`src/hdl/rrwl_pkg.sv`:
```
// shared types and codes for the recursive reader-writer lock tracker
package rrwl_pkg;

    // operation kinds
    localparam logic [2:0] KIND_LOCK    = 3'd0;
    localparam logic [2:0] KIND_TRY_EX  = 3'd1;
    localparam logic [2:0] KIND_UNLOCK  = 3'd2;
    localparam logic [2:0] KIND_LOCK_SH = 3'd3;
    localparam logic [2:0] KIND_TRY_SH  = 3'd4;

    // commands to the underlying lock
    localparam logic [2:0] CMD_NONE   = 3'd0;
    localparam logic [2:0] CMD_ACQ_EX = 3'd1;
    localparam logic [2:0] CMD_REL_EX = 3'd2;
    localparam logic [2:0] CMD_ACQ_SH = 3'd3;
    localparam logic [2:0] CMD_REL_SH = 3'd4;

    // result status
    localparam logic [1:0] STAT_OK     = 2'd0;
    localparam logic [1:0] STAT_UNHELD = 2'd1;
    localparam logic [1:0] STAT_FULL   = 2'd2;
    localparam logic [1:0] STAT_OVF    = 2'd3;

    typedef enum logic [1:0] {
        S_IDLE,
        S_SCAN,
        S_DECIDE,
        S_SECOND
    } t_state;

    // table write controls
    typedef struct packed {
        logic wr_en;
        logic set_valid;
        logic clr_valid;
        logic use_free;
    } t_tbl_ctl;

    // first result of a transaction
    typedef struct packed {
        logic [2:0] cmd;
        logic       ok;
        logic [1:0] status;
        logic       two;
    } t_result;

endpackage

```
`src/hdl/rrwl_table.sv`:
```
// lock table storage: id/count memory with registered read, valid bits in flops
module rrwl_table #(
    parameter int TABLE_DEPTH = 16,
    parameter int ID_BITS     = 32,
    parameter int CNT_W       = 9,
    parameter int AW          = 4
) (
    input  logic                    i_clk,
    input  logic                    i_rst_n,
    input  logic                    i_rd_en,
    input  logic [AW-1:0]           i_rd_addr,
    output logic                    o_rd_valid,
    output logic [ID_BITS-1:0]      o_rd_id,
    output logic signed [CNT_W-1:0] o_rd_cnt,
    input  rrwl_pkg::t_tbl_ctl      i_ctl,
    input  logic [AW-1:0]           i_wr_addr,
    input  logic [ID_BITS-1:0]      i_wr_id,
    input  logic signed [CNT_W-1:0] i_wr_cnt
);

    logic [ID_BITS+CNT_W-1:0] r_mem [TABLE_DEPTH];
    logic [TABLE_DEPTH-1:0]   r_valid;
    logic [ID_BITS+CNT_W-1:0] r_rd_data;
    logic                     r_rd_valid;

    // memory port: one write, one registered read
    always_ff @(posedge i_clk) begin
        if (i_ctl.wr_en) begin
            r_mem[i_wr_addr] <= {i_wr_id, i_wr_cnt};
        end
        if (i_rd_en) begin
            r_rd_data <= r_mem[i_rd_addr];
        end
    end

    always_ff @(posedge i_clk) begin
        if (!i_rst_n) begin
            r_valid    <= '0;
            r_rd_valid <= 1'b0;
        end else begin
            if (i_ctl.wr_en && i_ctl.set_valid) begin
                r_valid[i_wr_addr] <= 1'b1;
            end else if (i_ctl.wr_en && i_ctl.clr_valid) begin
                r_valid[i_wr_addr] <= 1'b0;
            end
            if (i_rd_en) begin
                r_rd_valid <= r_valid[i_rd_addr];
            end
        end
    end

    assign o_rd_valid = r_rd_valid;
    assign o_rd_id    = r_rd_data[ID_BITS+CNT_W-1:CNT_W];
    assign o_rd_cnt   = $signed(r_rd_data[CNT_W-1:0]);

    a_set_clr_excl: assert property (@(posedge i_clk) disable iff (!i_rst_n)
        i_ctl.wr_en |-> !(i_ctl.set_valid && i_ctl.clr_valid))
        else $error("table write both sets and clears valid");

endmodule

```
`src/hdl/rrwl_decide.sv`:
```
// update decision for one transaction after the table scan
module rrwl_decide #(
    parameter int CNT_W     = 9,
    parameter int MAX_DEPTH = 255
) (
    input  logic [2:0]              i_kind,
    input  logic                    i_granted,
    input  logic                    i_found,
    input  logic                    i_free_found,
    input  logic signed [CNT_W-1:0] i_hit_cnt,
    output rrwl_pkg::t_result       o_res,
    output rrwl_pkg::t_tbl_ctl      o_ctl,
    output logic signed [CNT_W-1:0] o_cnt
);

    localparam logic signed [CNT_W-1:0] MAX_POS = CNT_W'(MAX_DEPTH);
    localparam logic signed [CNT_W-1:0] MAX_NEG = -MAX_POS;
    localparam logic signed [CNT_W-1:0] ONE     = CNT_W'(1);

    logic signed [CNT_W-1:0] c_dec;
    logic signed [CNT_W-1:0] c_inc;
    logic                    is_try;

    assign c_dec  = i_hit_cnt - ONE;
    assign c_inc  = i_hit_cnt + ONE;
    assign is_try = (i_kind == rrwl_pkg::KIND_TRY_EX) ||
                    (i_kind == rrwl_pkg::KIND_TRY_SH);

    always_comb begin
        o_res = '{cmd: rrwl_pkg::CMD_NONE, ok: 1'b0, status: rrwl_pkg::STAT_OK, two: 1'b0};
        o_ctl = '0;
        o_cnt = '0;
        priority if (i_kind > rrwl_pkg::KIND_TRY_SH) begin
            // unknown kind: empty result
        end else if (!i_found) begin
            priority if (i_kind == rrwl_pkg::KIND_UNLOCK) begin
                o_res.status = rrwl_pkg::STAT_UNHELD;
            end else if (!i_free_found) begin
                o_res.status = rrwl_pkg::STAT_FULL;
            end else if (is_try && !i_granted) begin
                // attempt refused
            end else begin
                o_ctl.wr_en     = 1'b1;
                o_ctl.set_valid = 1'b1;
                o_ctl.use_free  = 1'b1;
                o_res.ok        = 1'b1;
                if (i_kind == rrwl_pkg::KIND_LOCK || i_kind == rrwl_pkg::KIND_TRY_EX) begin
                    o_cnt     = -ONE;
                    o_res.cmd = rrwl_pkg::CMD_ACQ_EX;
                end else begin
                    o_cnt     = ONE;
                    o_res.cmd = rrwl_pkg::CMD_ACQ_SH;
                end
            end
        end else if (i_kind == rrwl_pkg::KIND_UNLOCK) begin
            o_ctl.wr_en = 1'b1;
            o_res.ok    = 1'b1;
            if (i_hit_cnt > 0) begin
                o_cnt = c_dec;
                if (c_dec == 0) begin
                    o_res.cmd = rrwl_pkg::CMD_REL_SH;
                end
            end else begin
                o_cnt = c_inc;
                if (c_inc == 0) begin
                    o_res.cmd = rrwl_pkg::CMD_REL_EX;
                end
            end
            o_ctl.clr_valid = (o_cnt == 0);
        end else if (i_hit_cnt < 0) begin
            // exclusive hold: every acquire deepens it unless the depth is already at MAX_DEPTH
            o_cnt = i_hit_cnt;
            if (i_hit_cnt <= MAX_NEG) begin
                o_res.status = rrwl_pkg::STAT_OVF;
            end else begin
                o_cnt       = c_dec;
                o_ctl.wr_en = 1'b1;
                o_res.ok    = 1'b1;
            end
        end else begin
            // shared hold
            o_cnt = i_hit_cnt;
            priority if (i_kind == rrwl_pkg::KIND_TRY_EX) begin
                // no upgrade on try
            end else if (i_hit_cnt >= MAX_POS) begin
                o_res.status = rrwl_pkg::STAT_OVF;
            end else if (i_kind == rrwl_pkg::KIND_LOCK) begin
                // upgrade: release shared, then acquire exclusive
                o_cnt       = -c_inc;
                o_ctl.wr_en = 1'b1;
                o_res.ok    = 1'b1;
                o_res.cmd   = rrwl_pkg::CMD_REL_SH;
                o_res.two   = 1'b1;
            end else begin
                o_cnt       = c_inc;
                o_ctl.wr_en = 1'b1;
                o_res.ok    = 1'b1;
            end
        end
    end

endmodule

```
`src/hdl/recursive_rw_lock_tracker.sv`:
```
// top level of the recursive reader-writer lock tracker
//
//  channel   signals                                         direction  handshake
//  command   start, i_kind, i_lock_id, i_attempt_granted     in         start & !busy
//  result    o_strobe, o_lock_command, o_succeeded,          out        o_strobe, one cycle
//            o_status, o_hold_count, o_last
//
// the scan reads one table slot a cycle through the single read port; each read
// is registered and checked against the id, and a decide/write-back state then
// issues the (first) result strobe.
// an upgrade adds a second result strobe in the cycle after the first.
// busy is high from the accepting edge until the last result is issued.
// reset is synchronous and active low; it empties the table at once (valid flops).
// results cannot be stalled: each is on the ports for exactly one cycle.
module recursive_rw_lock_tracker #(
    parameter int TABLE_DEPTH = 16,
    parameter int ID_BITS     = 32,
    parameter int MAX_DEPTH   = 255
) (
    input  logic        i_clk,
    input  logic        i_rst_n,
    input  logic        start,
    output logic        busy,
    input  logic [2:0]  i_kind,
    input  logic [31:0] i_lock_id,
    input  logic        i_attempt_granted,
    output logic        o_strobe,
    output logic [2:0]  o_lock_command,
    output logic        o_succeeded,
    output logic [1:0]  o_status,
    output logic signed [8:0] o_hold_count,
    output logic        o_last
);

    localparam int AW    = $clog2(TABLE_DEPTH);
    localparam int CNT_W = $clog2(MAX_DEPTH + 1) + 1;
    localparam logic [AW:0] SCAN_END = (AW + 1)'(TABLE_DEPTH);

    rrwl_pkg::t_state r_state, n_state;

    // captured transaction
    logic [2:0]         r_kind;
    logic [ID_BITS-1:0] r_id;
    logic               r_granted;
    logic [63:0]        id_ext;
    logic [ID_BITS-1:0] id_in;

    // scan pipeline
    logic [AW:0]   r_scan_cnt;
    logic          r_chk;
    logic [AW-1:0] r_chk_idx;
    logic          rd_en;

    // scan captures
    logic                    r_found;
    logic [AW-1:0]           r_hit_idx;
    logic signed [CNT_W-1:0] r_hit_cnt;
    logic                    r_free_found;
    logic [AW-1:0]           r_free_idx;

    // table read side
    logic                    rd_valid;
    logic [ID_BITS-1:0]      rd_id;
    logic signed [CNT_W-1:0] rd_cnt;
    logic                    hit;

    // decision
    rrwl_pkg::t_result       dec_res;
    rrwl_pkg::t_tbl_ctl      dec_ctl;
    rrwl_pkg::t_tbl_ctl      tbl_ctl;
    logic signed [CNT_W-1:0] dec_cnt;
    logic [AW-1:0]           wr_addr;

    // result registers
    logic        r_strobe, n_strobe;
    logic [2:0]  r_cmd, n_cmd;
    logic        r_ok, n_ok;
    logic [1:0]  r_status, n_status;
    logic [8:0]  r_hold, n_hold;
    logic        r_last, n_last;
    logic [8:0]  r_up_hold;

    logic accept;

    assign accept = start && (r_state == rrwl_pkg::S_IDLE);
    assign busy   = (r_state != rrwl_pkg::S_IDLE);

    // id taken modulo 2^ID_BITS, zero-extended where ID_BITS exceeds the port
    assign id_ext = 64'(i_lock_id);
    assign id_in  = id_ext[ID_BITS-1:0];

    // next state
    always_comb begin
        n_state = r_state;
        unique case (r_state)
            rrwl_pkg::S_IDLE: begin
                if (start) begin
                    n_state = rrwl_pkg::S_SCAN;
                end
            end
            rrwl_pkg::S_SCAN: begin
                // last slot's data is checked in the cycle the counter hits the end
                if (r_scan_cnt == SCAN_END) begin
                    n_state = rrwl_pkg::S_DECIDE;
                end
            end
            rrwl_pkg::S_DECIDE: begin
                n_state = dec_res.two ? rrwl_pkg::S_SECOND : rrwl_pkg::S_IDLE;
            end
            rrwl_pkg::S_SECOND: begin
                n_state = rrwl_pkg::S_IDLE;
            end
            default: begin
                n_state = rrwl_pkg::S_IDLE;
            end
        endcase
    end

    // outputs of the state machine
    always_comb begin
        rd_en    = 1'b0;
        tbl_ctl  = '0;
        n_strobe = 1'b0;
        n_cmd    = r_cmd;
        n_ok     = r_ok;
        n_status = r_status;
        n_hold   = r_hold;
        n_last   = r_last;
        unique case (r_state)
            rrwl_pkg::S_IDLE: begin
            end
            rrwl_pkg::S_SCAN: begin
                rd_en = (r_scan_cnt < SCAN_END);
            end
            rrwl_pkg::S_DECIDE: begin
                tbl_ctl  = dec_ctl;
                n_strobe = 1'b1;
                n_cmd    = dec_res.cmd;
                n_ok     = dec_res.ok;
                n_status = dec_res.status;
                n_hold   = 9'(dec_cnt);
                n_last   = !dec_res.two;
            end
            rrwl_pkg::S_SECOND: begin
                // exclusive acquire half of an upgrade
                n_strobe = 1'b1;
                n_cmd    = rrwl_pkg::CMD_ACQ_EX;
                n_ok     = 1'b1;
                n_status = rrwl_pkg::STAT_OK;
                n_hold   = r_up_hold;
                n_last   = 1'b1;
            end
            default: begin
            end
        endcase
    end

    assign hit     = r_chk && rd_valid && (rd_id == r_id);
    assign wr_addr = dec_ctl.use_free ? r_free_idx : r_hit_idx;

    always_ff @(posedge i_clk) begin
        if (!i_rst_n) begin
            r_state  <= rrwl_pkg::S_IDLE;
            r_chk    <= 1'b0;
            r_strobe <= 1'b0;
        end else begin
            r_state  <= n_state;
            r_chk    <= rd_en;
            r_strobe <= n_strobe;
        end
    end

    // payload and scan bookkeeping
    always_ff @(posedge i_clk) begin
        r_cmd     <= n_cmd;
        r_ok      <= n_ok;
        r_status  <= n_status;
        r_hold    <= n_hold;
        r_last    <= n_last;
        r_chk_idx <= r_scan_cnt[AW-1:0];
        if (accept) begin
            r_kind       <= i_kind;
            r_id         <= id_in;
            r_granted    <= i_attempt_granted;
            r_scan_cnt   <= '0;
            r_found      <= 1'b0;
            r_free_found <= 1'b0;
        end else begin
            if (rd_en) begin
                r_scan_cnt <= r_scan_cnt + 1'b1;
            end
            // lowest matching slot wins
            if (hit && !r_found) begin
                r_found   <= 1'b1;
                r_hit_idx <= r_chk_idx;
                r_hit_cnt <= rd_cnt;
            end
            // lowest free slot wins
            if (r_chk && !rd_valid && !r_free_found) begin
                r_free_found <= 1'b1;
                r_free_idx   <= r_chk_idx;
            end
        end
        if (r_state == rrwl_pkg::S_DECIDE) begin
            r_up_hold <= 9'(dec_cnt);
        end
    end

    rrwl_table #(
        .TABLE_DEPTH (TABLE_DEPTH),
        .ID_BITS     (ID_BITS),
        .CNT_W       (CNT_W),
        .AW          (AW)
    ) u_table (
        .i_clk      (i_clk),
        .i_rst_n    (i_rst_n),
        .i_rd_en    (rd_en),
        .i_rd_addr  (r_scan_cnt[AW-1:0]),
        .o_rd_valid (rd_valid),
        .o_rd_id    (rd_id),
        .o_rd_cnt   (rd_cnt),
        .i_ctl      (tbl_ctl),
        .i_wr_addr  (wr_addr),
        .i_wr_id    (r_id),
        .i_wr_cnt   (dec_cnt)
    );

    rrwl_decide #(
        .CNT_W     (CNT_W),
        .MAX_DEPTH (MAX_DEPTH)
    ) u_decide (
        .i_kind       (r_kind),
        .i_granted    (r_granted),
        .i_found      (r_found),
        .i_free_found (r_free_found),
        .i_hit_cnt    (r_hit_cnt),
        .o_res        (dec_res),
        .o_ctl        (dec_ctl),
        .o_cnt        (dec_cnt)
    );

    assign o_strobe       = r_strobe;
    assign o_lock_command = r_cmd;
    assign o_succeeded    = r_ok;
    assign o_status       = r_status;
    assign o_hold_count   = $signed(r_hold);
    assign o_last         = r_last;

    a_strobe_from_result_state: assert property (@(posedge i_clk) disable iff (!i_rst_n)
        r_strobe |-> ($past(r_state) == rrwl_pkg::S_DECIDE ||
                      $past(r_state) == rrwl_pkg::S_SECOND))
        else $error("result strobe outside a result state");

    a_upgrade_pair: assert property (@(posedge i_clk) disable iff (!i_rst_n)
        (r_strobe && !r_last) |=> (r_strobe && r_last && r_cmd == rrwl_pkg::CMD_ACQ_EX))
        else $error("upgrade release not followed by exclusive acquire");

    a_accept_goes_busy: assert property (@(posedge i_clk) disable iff (!i_rst_n)
        accept |=> (busy && r_scan_cnt == '0))
        else $error("accepted transaction did not start a scan");

    a_write_only_in_decide: assert property (@(posedge i_clk) disable iff (!i_rst_n)
        tbl_ctl.wr_en |-> (r_state == rrwl_pkg::S_DECIDE && !rd_en))
        else $error("table write outside the decide cycle");

endmodule
```
`config.mk`:
```
export PLATFORM = sky130hd
export DESIGN_NAME = recursive_rw_lock_tracker
export DESIGN_NICKNAME = d
export VERILOG_FILES = /design/src/hdl/rrwl_pkg.sv /design/src/hdl/rrwl_table.sv /design/src/hdl/rrwl_decide.sv /design/src/hdl/recursive_rw_lock_tracker.sv
export SDC_FILE = /design/constraint.sdc
export NUM_CORES = 1
export LEC_CHECK = 0
export BUFFER_PORTS_ARGS = -buffer_cell sky130_fd_sc_hd__buf_2
export CORE_MARGIN = 2
export CORE_UTILIZATION = 45
export CTS_BUF_LIST = sky130_fd_sc_hd__clkbuf_2 sky130_fd_sc_hd__clkbuf_4 sky130_fd_sc_hd__clkbuf_8
export CTS_CLUSTER_SIZE = 14
export DETAILED_ROUTE_END_ITERATION = 10
export SLEW_MARGIN = 20
export SYNTH_ARGS = -nofsm -noshare
export SYNTH_HDL_FRONTEND = slang
export SYNTH_SLANG_ARGS = --single-unit
```
`constraint.sdc`:
```
create_clock -name i_clk -period 10.9 [get_ports i_clk]
set_input_delay 2.18 -clock i_clk [delete_from_list [all_inputs] [get_ports i_clk]]
set_output_delay 2.18 -clock i_clk [all_outputs]
set_load 0.02 [all_outputs]
```
==> impl_metrics.csv <==
group,metric,value,unit
sta,layout_min_cycle_time,5.06,ns
die,io_pins,57,
clock_network,clockRootBuffer,"clkbuf_8",
final_layout,fill_cells,5603,
route,wl_per_cell,24.6,microns
sta,fin_hold_ws,0.419,ns
sta,final_max_slew_viol_count,0,
route,drc_errors,0,
route,wirelength_met1,28600,microns
critical_path,crit_path_frequent_cell,"ha_1",
power,peakVddDrop,0.132,mV
grt,grt_pass1_vias,16300,
clock_network,cts_resized,0,
synthesis,synth_area,31800,sq um
sta,skew,0.0396,ns
sta,setup_viol,0,
power,p_leak,11.1,nW
die,start_util,0.454,
critical_path,cp_cell_sequence,"ha_1 > and2_1 > nand2_1 > nor2_1 > ha_1 > nor4_1 > mux2i_1 > a311oi_2 > o21ai_1 > nor2_4 > buf_4",
clock_network,h-tree-depth,4,
sta,setup-tns-final,0,ns
critical_path,crit_arrival,5.43,ns
critical_path,crit_required,11.26,ns
route,wl_met3,3090,microns
final_layout,final_cell_area,36000,sq um
grt,grt.total_usage,0.189,
grt,overflow,0,
synthesis,ys_seq_area_frac,0.752,
outcome,run_status,"finished, final reports clean",
sta,grt_setup_unrepaired,"no",
min_path,min_path_type,"reg -> reg",
grt,grt_max_degree,87,
route,top_layer,"met4",
synthesis,synth_edf_count,775,
synthesis,async_flop_share,0,
die,rows,97,
power,powerDensity,191,nW/um^2
critical_path,end_kind,"register",
synthesis,syn_inst,1542,
grt,grt_pass1_wl,102000,microns
final_layout,final_cell_mix,"edfxtp_1, mux4_2, clkbuf_8",
route,ant_nets,0,
clock_network,postCtsHoldBufs,0,
route,vias,15400,
critical_path,criticalPathCategory,"reg -> reg",
synthesis,yosysWarnings,0,
route,drt_iter0_drc,1352,
sta,slew_headroom,0.244,
clock_network,path_clk_slew,0.05,ns
critical_path,cp_slowest_cell,"edfxtp_1",
final_layout,layout.nets,1729,
place,dp_hpwl,35800,microns
power,power,6.86,mW
sta,final-hold-violation-count,0,
die,core,70000,sq um
final_layout,syn2layout_area_growth,13.1,%
route,met2_length,33900,microns
critical_path,path_buf_inv,1,
final_layout,final_common_cell,"edfxtp_1",
clock_network,cts_sinks,807,
place,gp_congestion,0.815,
sta,timing.final.crit_share,0.465,
clock_network,numCtsBuffers,133,
clock_network,cts_buffer_depth,3,
critical_path,cp_max_fo,41,
synthesis,syn_nets,1588,
route,via_per_inst,5.64,
clock_network,cts_post_setup_buffers_inserted,0,
critical_path,slowest_delay,0.71,ns
grt,antenna_found_initial,1,
synthesis,synth_seq_cells,807,
clock_network,clkLatencyLatePin,0.77,ns
die,die_w,270,microns
critical_path,critPathTopFamily,"compound AO/OA/AOI/OAI gates",
job,cap_violations,0,
die,die_h,270,microns
route,routed_wirelength,67100,microns
synthesis,synthFlopType,"edfxtp_1",
synthesis,yosysUniqueCellTypes,73,
route,firstDrtPassIters,5,
critical_path,setup.worst_path.start_class,"register",
clock_network,cts_tree,"built",
die,dieArea,72800,sq um
sta,worstMarginPinSlew,1.13,ns
final_layout,drive_above_1_share,0.316,
synthesis,avgSynthCellArea,20.6,sq um
place,portBuffers,56,
place,place_area,33300,sq um
sta,clock.fmax,0.197,GHz
-- cell usage after synthesis, types with 6 or more instances --
cell type,count,share of area
nor4_1,6,0.0012
o311ai_0,6,0.0017
o211ai_1,6,0.0014
nand3_1,10,0.0016
a21oi_1,26,0.0041
or3_1,7,0.0014
clkbuf_1,48,0.0057
o21ai_0,32,0.0050
nor3_1,25,0.0039
a31oi_1,14,0.0028
buf_1,17,0.0020
and2_1,9,0.0018
nand4_1,14,0.0028
o31ai_1,10,0.0024
xor2_1,10,0.0028
edfxtp_1,775,0.73
nand2b_1,8,0.0016
buf_2,19,0.0030
nand2_1,38,0.0045
ha_1,7,0.0028
dfxtp_1,32,0.020
inv_1,15,0.0018
xnor2_1,41,0.011
nor2_1,55,0.0065
mux2i_1,6,0.0019
and3_1,6,0.0012
mux4_2,210,0.15
nor3b_1,8,0.0019
-- state kept, by name, summed over array words and instances, names as in the netlist, 2 cells and up, named ones only --
name,count
r_kind,3
r_chk_idx,4
u_table.r_rd_data,41
u_table.r_mem,656
r_scan_cnt,5
o_hold_count,9
o_lock_command,3
r_hit_idx,4
r_hit_cnt,9
r_id,32
o_status,2
r_up_hold,9
r_state,2
r_free_idx,4
-- kinds of logic after synthesis --
logic type | Yosys count | synth area share
simple gates | 212 | 0.0355
fa+ha+maj | 7 | 0.00275
compound gates | 140 | 0.0300
buf+inv | 104 | 0.0134
mux | 221 | 0.152
xor+xnor | 51 | 0.0140
flops | 807 | 0.752
-- routing by layer --
layer / up-vias / global-route usage
met4: 0 / 0.0686
met3: 115 / 0.0363
met5: - / 0
li1: 6724 / -
met2: 411 / 0.313
met1: 8102 / 0.251
-- power by group --
group | leakage (nW) | total [mW] | switching, mW | internal [mW]
clock | 1.38 | 2.57 | 1.17 | 1.40
sequential | 7.23 | 3.59 | 0.110 | 3.48
combinational | 2.48 | 0.708 | 0.313 | 0.395
total | 11.1 | 6.86 | 1.59 | 5.27
-- final cells by class --
class / instances / area [sq um] / share of cell area
Antenna cell: 1 / 2.50 / 0.0000696
Clock buffer: 193 / 2320 / 0.0646
Clock inverter: 41 / 268 / 0.00745
Inverter: 16 / 60.1 / 0.00167
Multi-Input combinational cell: 631 / 7630 / 0.212
Sequential cell: 807 / 23900 / 0.665
Tap cell: 940 / 1180 / 0.0327
Timing Repair Buffer: 94 / 578 / 0.0161
-- worst paths after layout --
| check | slack, ns | cells past startpoint | startpoint | end |
|---|---|---|---|---|
| worst max-delay path | 5.84 | 11 | r_hit_cnt[0] | u_table.r_mem[7][3] |
| worst min register to register | 0.42 | 0 | u_table.r_rd_data[2] | r_hit_cnt[2] |
| worst min-delay path | 0.42 | 0 | u_table.r_rd_data[2] | r_hit_cnt[2] |
| worst max register to register | 5.84 | 11 | r_hit_cnt[0] | u_table.r_mem[7][3] |
-- stage by stage --
stage	util	cells	setup slack [ns]
after global routing	0.514	2723	5.45
after detailed placement	0.476	2487	5.92
after CTS	0.513	2721	5.88
after global placement	0.476	2487	5.96
final	0.514	2723	5.84
after floorplan	-	1542	6.01
No activity file was read; power rests on OpenSTA's default activity.
